## config.mk

```make
export PLATFORM = sky130hd
export DESIGN_NAME = length_prefixed_frame_deframer_top_flat
export DESIGN_NICKNAME = d
export VERILOG_FILES = /design/src/rtl/core/lpfd_pkg.sv /design/src/rtl/core/lpfd_in_if.sv /design/src/rtl/core/lpfd_out_if.sv /design/src/rtl/core/lpfd_cfg_regs.sv /design/src/rtl/core/lpfd_in_stage.sv /design/src/rtl/core/lpfd_core.sv /design/src/rtl/core/lpfd_out_stage.sv /design/src/rtl/core/length_prefixed_frame_deframer_top.sv /design/src/flat_wrapper.sv
export SDC_FILE = /design/constraint.sdc
export NUM_CORES = 1
export LEC_CHECK = 0
export BUFFER_PORTS_ARGS = -buffer_cell sky130_fd_sc_hd__buf_4
export CAP_MARGIN = 20
export CORE_ASPECT_RATIO = 1.5
export CORE_UTILIZATION = 26
export CTS_BUF_LIST = sky130_fd_sc_hd__clkbuf_4 sky130_fd_sc_hd__clkbuf_8 sky130_fd_sc_hd__clkbuf_16
export DETAILED_ROUTE_END_ITERATION = 10
export GPL_TIMING_DRIVEN = 1
export HOLD_SLACK_MARGIN = 0.03
export PLACE_DENSITY = 0.4
export SLEW_MARGIN = 25
export SYNTH_ARGS = -nofsm -noshare
export SYNTH_HDL_FRONTEND = slang
export SYNTH_SLANG_ARGS = --single-unit
```

## constraint.sdc

```tcl
create_clock -name clk -period 5.25 [get_ports clk]
set_clock_uncertainty 0.05 [all_clocks]
set_input_delay 1.05 -clock clk [delete_from_list [all_inputs] [get_ports clk]]
set_output_delay 1.05 -clock clk [all_outputs]
set_load 0.03 [all_outputs]
```

## src/rtl/core/lpfd_pkg.sv

```systemverilog
// Package: shared types, constants and helpers of the length-prefixed frame deframer.
package lpfd_pkg;

  localparam int unsigned HEADER_BYTES = 8;
  localparam logic [31:0] HDR_LEN      = 32'(HEADER_BYTES);
  localparam logic [31:0] LEN_FIELD_LO = 32'd4;
  localparam logic [31:0] LEN_FIELD_HI = 32'd8;

  localparam logic [15:0] MIN_LEN_ORIG = 16'd22;
  localparam logic [15:0] MIN_LEN_RESP = 16'd16;

  localparam logic [15:0] SIG_A = 16'h1111;
  localparam logic [15:0] SIG_B = 16'h2222;
  localparam logic [15:0] SIG_C = 16'h3333;
  localparam logic [15:0] SIG_D = 16'h5555;
  localparam logic [15:0] SIG_E = 16'h7777;
  localparam logic [15:0] SIG_F = 16'h9999;

  localparam int unsigned CFG_ADDR_W   = 3;
  localparam logic [0:0]  REG_IS_ORIG  = 1'b0;
  localparam logic [0:0]  REG_MAX_LEN  = 1'b1;
  localparam logic [31:0] MAX_LEN_RST  = 32'd65536;

  typedef enum logic [1:0] {
    MODE_START = 2'd0,
    MODE_BYTE  = 2'd1,
    MODE_LOSS  = 2'd2
  } mode_t;

  typedef struct packed {
    logic [1:0]  mode;
    logic [15:0] delivery_length;
    logic        endpoint_established;
    logic        had_gap;
    logic [15:0] signature_word;
    logic [7:0]  data_byte;
  } item_t;

  typedef struct packed {
    logic        byte_in_frame;
    logic [31:0] frame_offset;
    logic        frame_end;
    logic [31:0] frame_length;
    logic        length_error;
    logic        delivery_skipped;
  } result_t;

  typedef struct packed {
    logic        is_originator;
    logic [31:0] max_frame_bytes;
  } cfg_t;

  // handshake between the pipeline stages
  typedef struct packed {
    logic valid;
    logic advance;
  } stage_ctl_t;

  function automatic logic sig_ok(input logic [15:0] w);
    sig_ok = (w == SIG_A) || (w == SIG_B) || (w == SIG_C) ||
             (w == SIG_D) || (w == SIG_E) || (w == SIG_F);
  endfunction

endpackage

```

## src/rtl/core/lpfd_in_if.sv

```systemverilog
// Interface: input word channel of the deframer.
interface lpfd_in_if;
  logic        valid;
  logic        ready;
  logic [1:0]  mode;
  logic [15:0] delivery_length;
  logic        endpoint_established;
  logic        had_gap;
  logic [15:0] signature_word;
  logic [7:0]  data_byte;

  modport source (output valid, mode, delivery_length, endpoint_established, had_gap,
                  signature_word, data_byte, input ready);
  modport sink (input valid, mode, delivery_length, endpoint_established, had_gap,
                signature_word, data_byte, output ready);
endinterface

```

## src/rtl/core/lpfd_out_if.sv

```systemverilog
// Interface: result word channel of the deframer.
interface lpfd_out_if;
  logic        valid;
  logic        ready;
  logic        byte_in_frame;
  logic [31:0] frame_offset;
  logic        frame_end;
  logic [31:0] frame_length;
  logic        length_error;
  logic        delivery_skipped;

  modport source (output valid, byte_in_frame, frame_offset, frame_end, frame_length,
                  length_error, delivery_skipped, input ready);
  modport sink (input valid, byte_in_frame, frame_offset, frame_end, frame_length,
                length_error, delivery_skipped, output ready);
endinterface

```

## src/rtl/core/lpfd_cfg_regs.sv

```systemverilog
// Configuration registers with APB-style write and read.
module lpfd_cfg_regs (
  input  logic                           clk,
  input  logic                           rst_n,
  input  logic                           psel,
  input  logic                           penable,
  input  logic                           pwrite,
  input  logic [lpfd_pkg::CFG_ADDR_W-1:0] paddr,
  input  logic [31:0]                    pwdata,
  output logic [31:0]                    prdata,
  output logic                           pready,
  output lpfd_pkg::cfg_t                 cfg
);

  logic        is_orig_r;
  logic [31:0] max_len_r;
  logic        wr_en;
  logic [0:0]  idx;

  assign pready = 1'b1;
  assign wr_en  = psel && penable && pwrite;
  assign idx    = paddr[2:2];

  always_ff @(posedge clk) begin
    if (!rst_n) begin
      is_orig_r <= 1'b1;
      max_len_r <= lpfd_pkg::MAX_LEN_RST;
    end else if (wr_en) begin
      unique case (idx)
        lpfd_pkg::REG_IS_ORIG: is_orig_r <= pwdata[0];
        lpfd_pkg::REG_MAX_LEN: max_len_r <= pwdata;
        default: ;
      endcase
    end
  end

  always_comb begin
    unique case (idx)
      lpfd_pkg::REG_IS_ORIG: prdata = {31'b0, is_orig_r};
      lpfd_pkg::REG_MAX_LEN: prdata = max_len_r;
      default:               prdata = '0;
    endcase
  end

  assign cfg.is_originator   = is_orig_r;
  assign cfg.max_frame_bytes = max_len_r;

endmodule

```

## src/rtl/core/lpfd_in_stage.sv

```systemverilog
// Input register stage: captures one word whenever the stage is free or moving on.
module lpfd_in_stage (
  input  logic                clk,
  input  logic                rst_n,
  input  logic                in_valid,
  output logic                in_ready,
  input  lpfd_pkg::item_t     in_item,
  input  logic                advance,
  output logic                s1_valid,
  output lpfd_pkg::item_t     s1_item
);

  logic            valid_r;
  lpfd_pkg::item_t item_r;

  assign in_ready = !valid_r || advance;

  always_ff @(posedge clk) begin
    if (!rst_n) begin
      valid_r <= 1'b0;
    end else if (in_ready) begin
      valid_r <= in_valid;
    end
  end

  always_ff @(posedge clk) begin
    if (in_ready && in_valid) begin
      item_r <= in_item;
    end
  end

  assign s1_valid = valid_r;
  assign s1_item  = item_r;

endmodule

```

## src/rtl/core/lpfd_core.sv

```systemverilog
// Deframer state and per-word decision logic.
module lpfd_core (
  input  logic                clk,
  input  logic                rst_n,
  input  lpfd_pkg::cfg_t      cfg,
  input  lpfd_pkg::stage_ctl_t ctl,
  input  lpfd_pkg::item_t     item,
  output lpfd_pkg::result_t   res
);

  logic        pend_r,    pend_nxt;
  logic        decided_r, decided_nxt;
  logic        skip_r,    skip_nxt;
  logic [31:0] held_r,    held_nxt;
  logic [31:0] mlen_r,    mlen_nxt;

  logic        pend_eff;
  logic [15:0] min_len;
  logic [31:0] held_inc;
  logic [31:0] mlen_hdr;
  logic        bad_len;

  assign min_len  = cfg.is_originator ? lpfd_pkg::MIN_LEN_ORIG : lpfd_pkg::MIN_LEN_RESP;
  assign held_inc = held_r + 32'd1;
  assign pend_eff = decided_r ? pend_r : !item.endpoint_established;
  assign mlen_hdr = (held_r >= lpfd_pkg::LEN_FIELD_LO && held_r < lpfd_pkg::LEN_FIELD_HI)
                    ? {mlen_r[23:0], item.data_byte} : mlen_r;
  assign bad_len  = (mlen_hdr < lpfd_pkg::HDR_LEN) ||
                    ((mlen_hdr > lpfd_pkg::HDR_LEN) && (mlen_hdr > cfg.max_frame_bytes));

  always_comb begin
    pend_nxt    = pend_r;
    decided_nxt = decided_r;
    skip_nxt    = skip_r;
    held_nxt    = held_r;
    mlen_nxt    = mlen_r;
    res         = '0;
    unique case (lpfd_pkg::mode_t'(item.mode))
      lpfd_pkg::MODE_START: begin
        decided_nxt = 1'b1;
        pend_nxt    = pend_eff;
        if (item.had_gap) begin
          skip_nxt = 1'b1;
        end else if (held_r == 32'd0 && pend_eff) begin
          if (item.delivery_length < min_len || !lpfd_pkg::sig_ok(item.signature_word)) begin
            skip_nxt = 1'b1;
          end else begin
            pend_nxt = 1'b0;
            skip_nxt = 1'b0;
          end
        end else begin
          skip_nxt = 1'b0;
        end
        res.delivery_skipped = skip_nxt;
      end
      lpfd_pkg::MODE_BYTE: begin
        if (!skip_r) begin
          res.byte_in_frame = 1'b1;
          res.frame_offset  = held_r;
          held_nxt          = held_inc;
          if (held_r < lpfd_pkg::HDR_LEN) begin
            mlen_nxt = mlen_hdr;
            if (held_inc == lpfd_pkg::HDR_LEN) begin
              res.frame_length = mlen_hdr;
              if (bad_len) begin
                res.length_error = 1'b1;
                held_nxt         = '0;
                mlen_nxt         = '0;
                pend_nxt         = 1'b1;
                skip_nxt         = 1'b1;
              end else if (mlen_hdr == lpfd_pkg::HDR_LEN) begin
                res.frame_end = 1'b1;
                held_nxt      = '0;
                mlen_nxt      = '0;
              end
            end
          end else begin
            res.frame_length = mlen_r;
            if (held_inc >= mlen_r) begin
              res.frame_end = 1'b1;
              held_nxt      = '0;
              mlen_nxt      = '0;
            end
          end
        end
      end
      lpfd_pkg::MODE_LOSS: begin
        held_nxt = '0;
        mlen_nxt = '0;
        pend_nxt = 1'b1;
        skip_nxt = 1'b1;
      end
      default: ;
    endcase
  end

  always_ff @(posedge clk) begin
    if (!rst_n) begin
      pend_r    <= 1'b1;
      decided_r <= 1'b0;
      skip_r    <= 1'b0;
      held_r    <= '0;
      mlen_r    <= '0;
    end else if (ctl.valid && ctl.advance) begin
      pend_r    <= pend_nxt;
      decided_r <= decided_nxt;
      skip_r    <= skip_nxt;
      held_r    <= held_nxt;
      mlen_r    <= mlen_nxt;
    end
  end

endmodule

```

## src/rtl/core/lpfd_out_stage.sv

```systemverilog
// Result register stage: holds one result word until the sink takes it.
module lpfd_out_stage (
  input  logic              clk,
  input  logic              rst_n,
  input  logic              s1_valid,
  input  lpfd_pkg::result_t res,
  output logic              advance,
  output logic              out_valid,
  input  logic              out_ready,
  output lpfd_pkg::result_t out_res
);

  logic              valid_r;
  lpfd_pkg::result_t res_r;

  assign advance = !valid_r || out_ready;

  always_ff @(posedge clk) begin
    if (!rst_n) begin
      valid_r <= 1'b0;
    end else if (advance) begin
      valid_r <= s1_valid;
    end
  end

  always_ff @(posedge clk) begin
    if (advance && s1_valid) begin
      res_r <= res;
    end
  end

  assign out_valid = valid_r;
  assign out_res   = res_r;

endmodule

```

## src/rtl/core/length_prefixed_frame_deframer_top.sv

```systemverilog
// Top level of the length-prefixed frame deframer.
//
//   channel  | dir | handshake          | words
//   in_ch    | in  | valid/ready        | mode, length, flags, signature, byte
//   out_ch   | out | valid/ready        | frame position, end, length, errors
//   cfg_*    | in  | APB, pready high   | is_originator @0, max_frame_bytes @4
//
// One word per cycle unless out_ch stalls; a word passes the input, then the result register.
// The per-word state update (byte counter, length compare) is combinational in the core.
// Reset is synchronous, active low, and needs no clearing pass.
// A stalled result holds its register; the input stage keeps taking words until full.
module length_prefixed_frame_deframer_top (
  input  logic                            clk,
  input  logic                            rst_n,
  lpfd_in_if.sink                         in_ch,
  lpfd_out_if.source                      out_ch,
  input  logic                            cfg_psel,
  input  logic                            cfg_penable,
  input  logic                            cfg_pwrite,
  input  logic [lpfd_pkg::CFG_ADDR_W-1:0] cfg_paddr,
  input  logic [31:0]                     cfg_pwdata,
  output logic [31:0]                     cfg_prdata,
  output logic                            cfg_pready
);

  lpfd_pkg::cfg_t       cfg;
  lpfd_pkg::item_t      in_item;
  lpfd_pkg::item_t      s1_item;
  lpfd_pkg::result_t    res;
  lpfd_pkg::result_t    out_res;
  lpfd_pkg::stage_ctl_t ctl;

  assign in_item.mode                 = in_ch.mode;
  assign in_item.delivery_length      = in_ch.delivery_length;
  assign in_item.endpoint_established = in_ch.endpoint_established;
  assign in_item.had_gap              = in_ch.had_gap;
  assign in_item.signature_word       = in_ch.signature_word;
  assign in_item.data_byte            = in_ch.data_byte;

  lpfd_cfg_regs u_cfg (
    .clk     (clk),
    .rst_n   (rst_n),
    .psel    (cfg_psel),
    .penable (cfg_penable),
    .pwrite  (cfg_pwrite),
    .paddr   (cfg_paddr),
    .pwdata  (cfg_pwdata),
    .prdata  (cfg_prdata),
    .pready  (cfg_pready),
    .cfg     (cfg)
  );

  lpfd_in_stage u_in (
    .clk      (clk),
    .rst_n    (rst_n),
    .in_valid (in_ch.valid),
    .in_ready (in_ch.ready),
    .in_item  (in_item),
    .advance  (ctl.advance),
    .s1_valid (ctl.valid),
    .s1_item  (s1_item)
  );

  lpfd_core u_core (
    .clk   (clk),
    .rst_n (rst_n),
    .cfg   (cfg),
    .ctl   (ctl),
    .item  (s1_item),
    .res   (res)
  );

  lpfd_out_stage u_out (
    .clk       (clk),
    .rst_n     (rst_n),
    .s1_valid  (ctl.valid),
    .res       (res),
    .advance   (ctl.advance),
    .out_valid (out_ch.valid),
    .out_ready (out_ch.ready),
    .out_res   (out_res)
  );

  assign out_ch.byte_in_frame    = out_res.byte_in_frame;
  assign out_ch.frame_offset     = out_res.frame_offset;
  assign out_ch.frame_end        = out_res.frame_end;
  assign out_ch.frame_length     = out_res.frame_length;
  assign out_ch.length_error     = out_res.length_error;
  assign out_ch.delivery_skipped = out_res.delivery_skipped;

endmodule

```

## src/flat_wrapper.sv

```systemverilog
// flat-port wrapper written by rule: the top's interface ports become plain ports
module length_prefixed_frame_deframer_top_flat 
  (clk, rst_n, cfg_psel, cfg_penable, cfg_pwrite, cfg_paddr, cfg_pwdata, cfg_prdata, cfg_pready, in_ch_valid, in_ch_mode, in_ch_delivery_length, in_ch_endpoint_established, in_ch_had_gap, in_ch_signature_word, in_ch_data_byte, in_ch_ready, out_ch_valid, out_ch_byte_in_frame, out_ch_frame_offset, out_ch_frame_end, out_ch_frame_length, out_ch_length_error, out_ch_delivery_skipped, out_ch_ready);
  lpfd_in_if in_ch_i ();
  lpfd_out_if out_ch_i ();
  input  logic clk;
  input  logic rst_n;
  input  logic cfg_psel;
  input  logic cfg_penable;
  input  logic cfg_pwrite;
  input  logic [lpfd_pkg::CFG_ADDR_W-1:0] cfg_paddr;
  input  logic [31:0] cfg_pwdata;
  output logic [31:0] cfg_prdata;
  output logic cfg_pready;
  input wire logic [$bits(in_ch_i.valid)-1:0] in_ch_valid;
  input wire logic [$bits(in_ch_i.mode)-1:0] in_ch_mode;
  input wire logic [$bits(in_ch_i.delivery_length)-1:0] in_ch_delivery_length;
  input wire logic [$bits(in_ch_i.endpoint_established)-1:0] in_ch_endpoint_established;
  input wire logic [$bits(in_ch_i.had_gap)-1:0] in_ch_had_gap;
  input wire logic [$bits(in_ch_i.signature_word)-1:0] in_ch_signature_word;
  input wire logic [$bits(in_ch_i.data_byte)-1:0] in_ch_data_byte;
  output wire logic [$bits(in_ch_i.ready)-1:0] in_ch_ready;
  output wire logic [$bits(out_ch_i.valid)-1:0] out_ch_valid;
  output wire logic [$bits(out_ch_i.byte_in_frame)-1:0] out_ch_byte_in_frame;
  output wire logic [$bits(out_ch_i.frame_offset)-1:0] out_ch_frame_offset;
  output wire logic [$bits(out_ch_i.frame_end)-1:0] out_ch_frame_end;
  output wire logic [$bits(out_ch_i.frame_length)-1:0] out_ch_frame_length;
  output wire logic [$bits(out_ch_i.length_error)-1:0] out_ch_length_error;
  output wire logic [$bits(out_ch_i.delivery_skipped)-1:0] out_ch_delivery_skipped;
  input wire logic [$bits(out_ch_i.ready)-1:0] out_ch_ready;
  assign in_ch_i.valid = in_ch_valid;
  assign in_ch_i.mode = in_ch_mode;
  assign in_ch_i.delivery_length = in_ch_delivery_length;
  assign in_ch_i.endpoint_established = in_ch_endpoint_established;
  assign in_ch_i.had_gap = in_ch_had_gap;
  assign in_ch_i.signature_word = in_ch_signature_word;
  assign in_ch_i.data_byte = in_ch_data_byte;
  assign in_ch_ready = in_ch_i.ready;
  assign out_ch_valid = out_ch_i.valid;
  assign out_ch_byte_in_frame = out_ch_i.byte_in_frame;
  assign out_ch_frame_offset = out_ch_i.frame_offset;
  assign out_ch_frame_end = out_ch_i.frame_end;
  assign out_ch_frame_length = out_ch_i.frame_length;
  assign out_ch_length_error = out_ch_i.length_error;
  assign out_ch_delivery_skipped = out_ch_i.delivery_skipped;
  assign out_ch_i.ready = out_ch_ready;
  length_prefixed_frame_deframer_top u_core (.clk(clk), .rst_n(rst_n), .in_ch(in_ch_i), .out_ch(out_ch_i), .cfg_psel(cfg_psel), .cfg_penable(cfg_penable), .cfg_pwrite(cfg_pwrite), .cfg_paddr(cfg_paddr), .cfg_pwdata(cfg_pwdata), .cfg_prdata(cfg_prdata), .cfg_pready(cfg_pready));
endmodule
```

==> impl_metrics.yaml <==
place:
  gp_congestion: 0.823
  dpl_cell_area_sq_um: 13800
  port_buffers: 184
  hpwlAfterDp_mm: 27.0
timing:
  fmax_ghz: 0.211
  final.setup.tns_ns: 0
  post-route-min-period_ns: 4.74
  relSlewSlack_pct: 37.2
  tightest_slew_ns: 0.943
  slew_viol_final: 0
  rsz0062_at_grt: "no"
  finalHoldViolations: 0
  fin_crit_sh_pct: 90.2
  setup_viol: 0
detailed_routing:
  drt_iter0_markers: 448
  finalWirelength_mm: 36.5
  routedWlPerCell_um: 17.6
  drt-met1-wl_mm: 15.1
  num_vias: 9631
  detail-route-antenna-nets: 0
  met3_length_mm: 1.55
  met2_length_mm: 19.1
  firstDrtPassIters: 5
  drc: 0
  highest_layer: "met4"
  vias_per_cell: 4.64
logic_synthesis:
  synth_top_area_share_pct: 28.4
  yosys-top-cells-area: "edfxtp_1 28%, dfxtp_1 17%, ha_1 7.6%, nand2_1 6.6%, a21oi_1 3.9%"
  synth.distinct_cells: 69
  yosysWarnings: 0
  ys_seq_elements: 213
  avgSynthCellArea_sq_um: 8.95
  ys_seq_area_share_pct: 45.8
  syn-cell-area_sq_um: 11700
  yosysTopAreaCell: "edfxtp_1"
  syn_inst: 1311
  synth_edf_count: 111
  syn_nets: 1468
  async_flop_share_pct: 0
  synth_flop_cell: "edfxtp_1"
pwr:
  p_comb_share_pct: 7.5
  seqPwrFrac_pct: 46.3
  p_leak_nw: 5.50
  cellPowerDensity_nw_per_um2: 269
  p_int_mw: 3.01
  peakVddDrop_uv: 199
  clkPwrFrac_pct: 46.2
  switching_power_mw: 0.930
  netSwitchingFraction_pct: 23.6
cts:
  cts.htree.levels: 1
  cts_resized: 0
  clock_latency_ns: 0.55
  clkTransAtPathRegs_ns: 0.06
  cts_buffers: 24
  cts_max_path_buffers: 3
  cts_tree: "done"
  cts_setup_buffers: 0
  cts_num_sinks: 213
  root_buffer: "clkbuf_16"
  cts_hold_buf: 0
layout:
  multiInputGateArea_sq_um: 5590
  final_cell_mix: "216 x buf_4, 207 x nand2_1, 111 x edfxtp_1"
  layout-drive-gt1-share_pct: 21.4
  finalNetCount: 1633
  final_common_cell: "buf_4"
  fillers: 4801
  regArea_sq_um: 5380
  area_delta_synth_final_pct: 24.8
  finish.instance_area_sq_um: 14600
  diodes: 0
die:
  initial_core_util_pct: 26.2
  die_y_um: 262
  rows: 95
  ios: 189
  die_area_sq_um: 46000
  core_sq_um: 44700
  dieWidth_um: 175
critical_path:
  cp_max_fo: 64
  reg2reg_slack_ns: 0.51
  crit_path_end_kind: "flop"
  cp.required_ns: 5.61
  criticalPathCategory: "reg2reg"
  cp-start-kind: "flop"
  critical_path_arrival_ns: 5.10
grt:
  grt_max_degree: 71
  grt_usage_pct: 15.8
  grt_overflow: 0
  grt_pass1_wl_mm: 55.9
  grt_pass1_vias: 9557
  antenna_found_initial: 0
run:
  max-cap-violations: 0
min_path:
  hold_class: "reg2reg"
outcome:
  status: "complete, no violations"
## path summary, 6_finish.rpt
kind / startpoint / to / cells after the start
hold / removal: u_core.u_cfg.max_len_r[23] / u_core.u_cfg.max_len_r[23] / 2
setup reg to reg: u_core.u_core.held_r[4] / u_core.u_core.mlen_r[31] / 16
hold reg to reg: u_core.u_cfg.max_len_r[23] / u_core.u_cfg.max_len_r[23] / 2
setup / recovery: u_core.u_core.held_r[4] / u_core.u_core.mlen_r[31] / 16
## registers in the layout, summed over array words and instances, names as in the netlist
register / count
u_core.u_out.out_valid: 1
u_core.u_core.held_r: 32
u_core.u_core.mlen_r: 32
u_core.u_cfg.is_orig_r: 1
u_core.u_core.pend_r: 1
u_core.u_cfg.max_len_r: 32
u_core.u_in.s1_item: 43
u_core.u_out.out_res: 68
u_core.u_core.skip_r: 1
u_core.u_core.decided_r: 1
u_core.u_in.s1_valid: 1
## synth_stat cells (all sizes together), types with 5 or more instances
cell / n
nor4: 30
a22oi: 33
o21ai: 96
edfxtp: 111
nand3: 43
o31ai: 5
a21oi: 91
and4: 11
nand4: 27
nor2: 76
a31oi: 14
clkbuf: 56
buf: 25
nand2: 207
xor2: 17
ha: 71
and3: 12
dfxtp: 102
or4: 5
nor2b: 12
nor3: 27
xnor2: 16
and2: 60
inv: 110
## kinds of logic (layout without fill, tap and decap cells)
logic type / count (synthesis) / count (layout) / share of synthesized area [%]
simple gates: 526 / 526 / 22.1
compound gates: 271 / 271 / 14.8
flops: 213 / 213 / 45.8
buf+inv: 192 / 375 / 6.76
fa+ha+maj: 71 / 71 / 7.57
xor+xnor: 33 / 33 / 2.53
mux: 4 / 4 / 0.341
other cells: 1 / 1 / 0.0320
## metal layers
metal	vias to the layer above	global-route usage [%]
met4	0	4.69
li1	4914	-
met3	35	2.30
met1	4475	18.7
met5	-	0
met2	207	29.4
## area by class of cell
| type | count | share of cell area (%) |
|---|---|---|
| multi-input cells | 906 | 38.1 |
| flip-flops and latches | 213 | 36.7 |
| repair buffers | 220 | 11.6 |
| well taps | 582 | 4.97 |
| clock buffers | 34 | 4.61 |
| inverters | 111 | 2.85 |
| clock inverters | 10 | 1.09 |
## stage by stage
stage | hold slack (ns) | util (%) | worst slack (ns) | instances | power (mW)
floorplan | 0.395 | - | 0.312 | 1311 | 2.01
global placement | 0.408 | 30.9 | 0.519 | 2032 | 2.16
detailed placement | 0.412 | 30.9 | 0.514 | 2032 | 2.16
CTS | 0.421 | 32.8 | 0.471 | 2076 | 4.01
global route | 0.434 | 32.8 | 0.137 | 2076 | 4.09
finish | 0.417 | 32.8 | 0.512 | 2076 | 3.94
## power by group through the flow
stage	Clock (mW)	Combinational, mW	Sequential [mW]
CTS	1.89	0.301	1.83
global route	1.94	0.319	1.83
detailed placement	0	0.300	1.86
finish	1.82	0.294	1.82
floorplan	0	0.109	1.90
global placement	0	0.298	1.86
## critical path, stage by stage (launching register included)
cell,delay [ns]
dfxtp_1,0.44
nor4_2,0.43
nand4_1,0.29
nor3_4,0.27
buf_12,0.27
o21ai_0,0.26
ha_1,0.40
nand4_1,0.16
nor4_1,0.34
buf_4,0.20
a221o_1,0.19
o21ai_0,0.10
o221ai_1,0.17
inv_1,0.15
o41ai_4,0.42
buf_12,0.29
o21ai_0,0.11
Power figures use the tool's default switching activity.
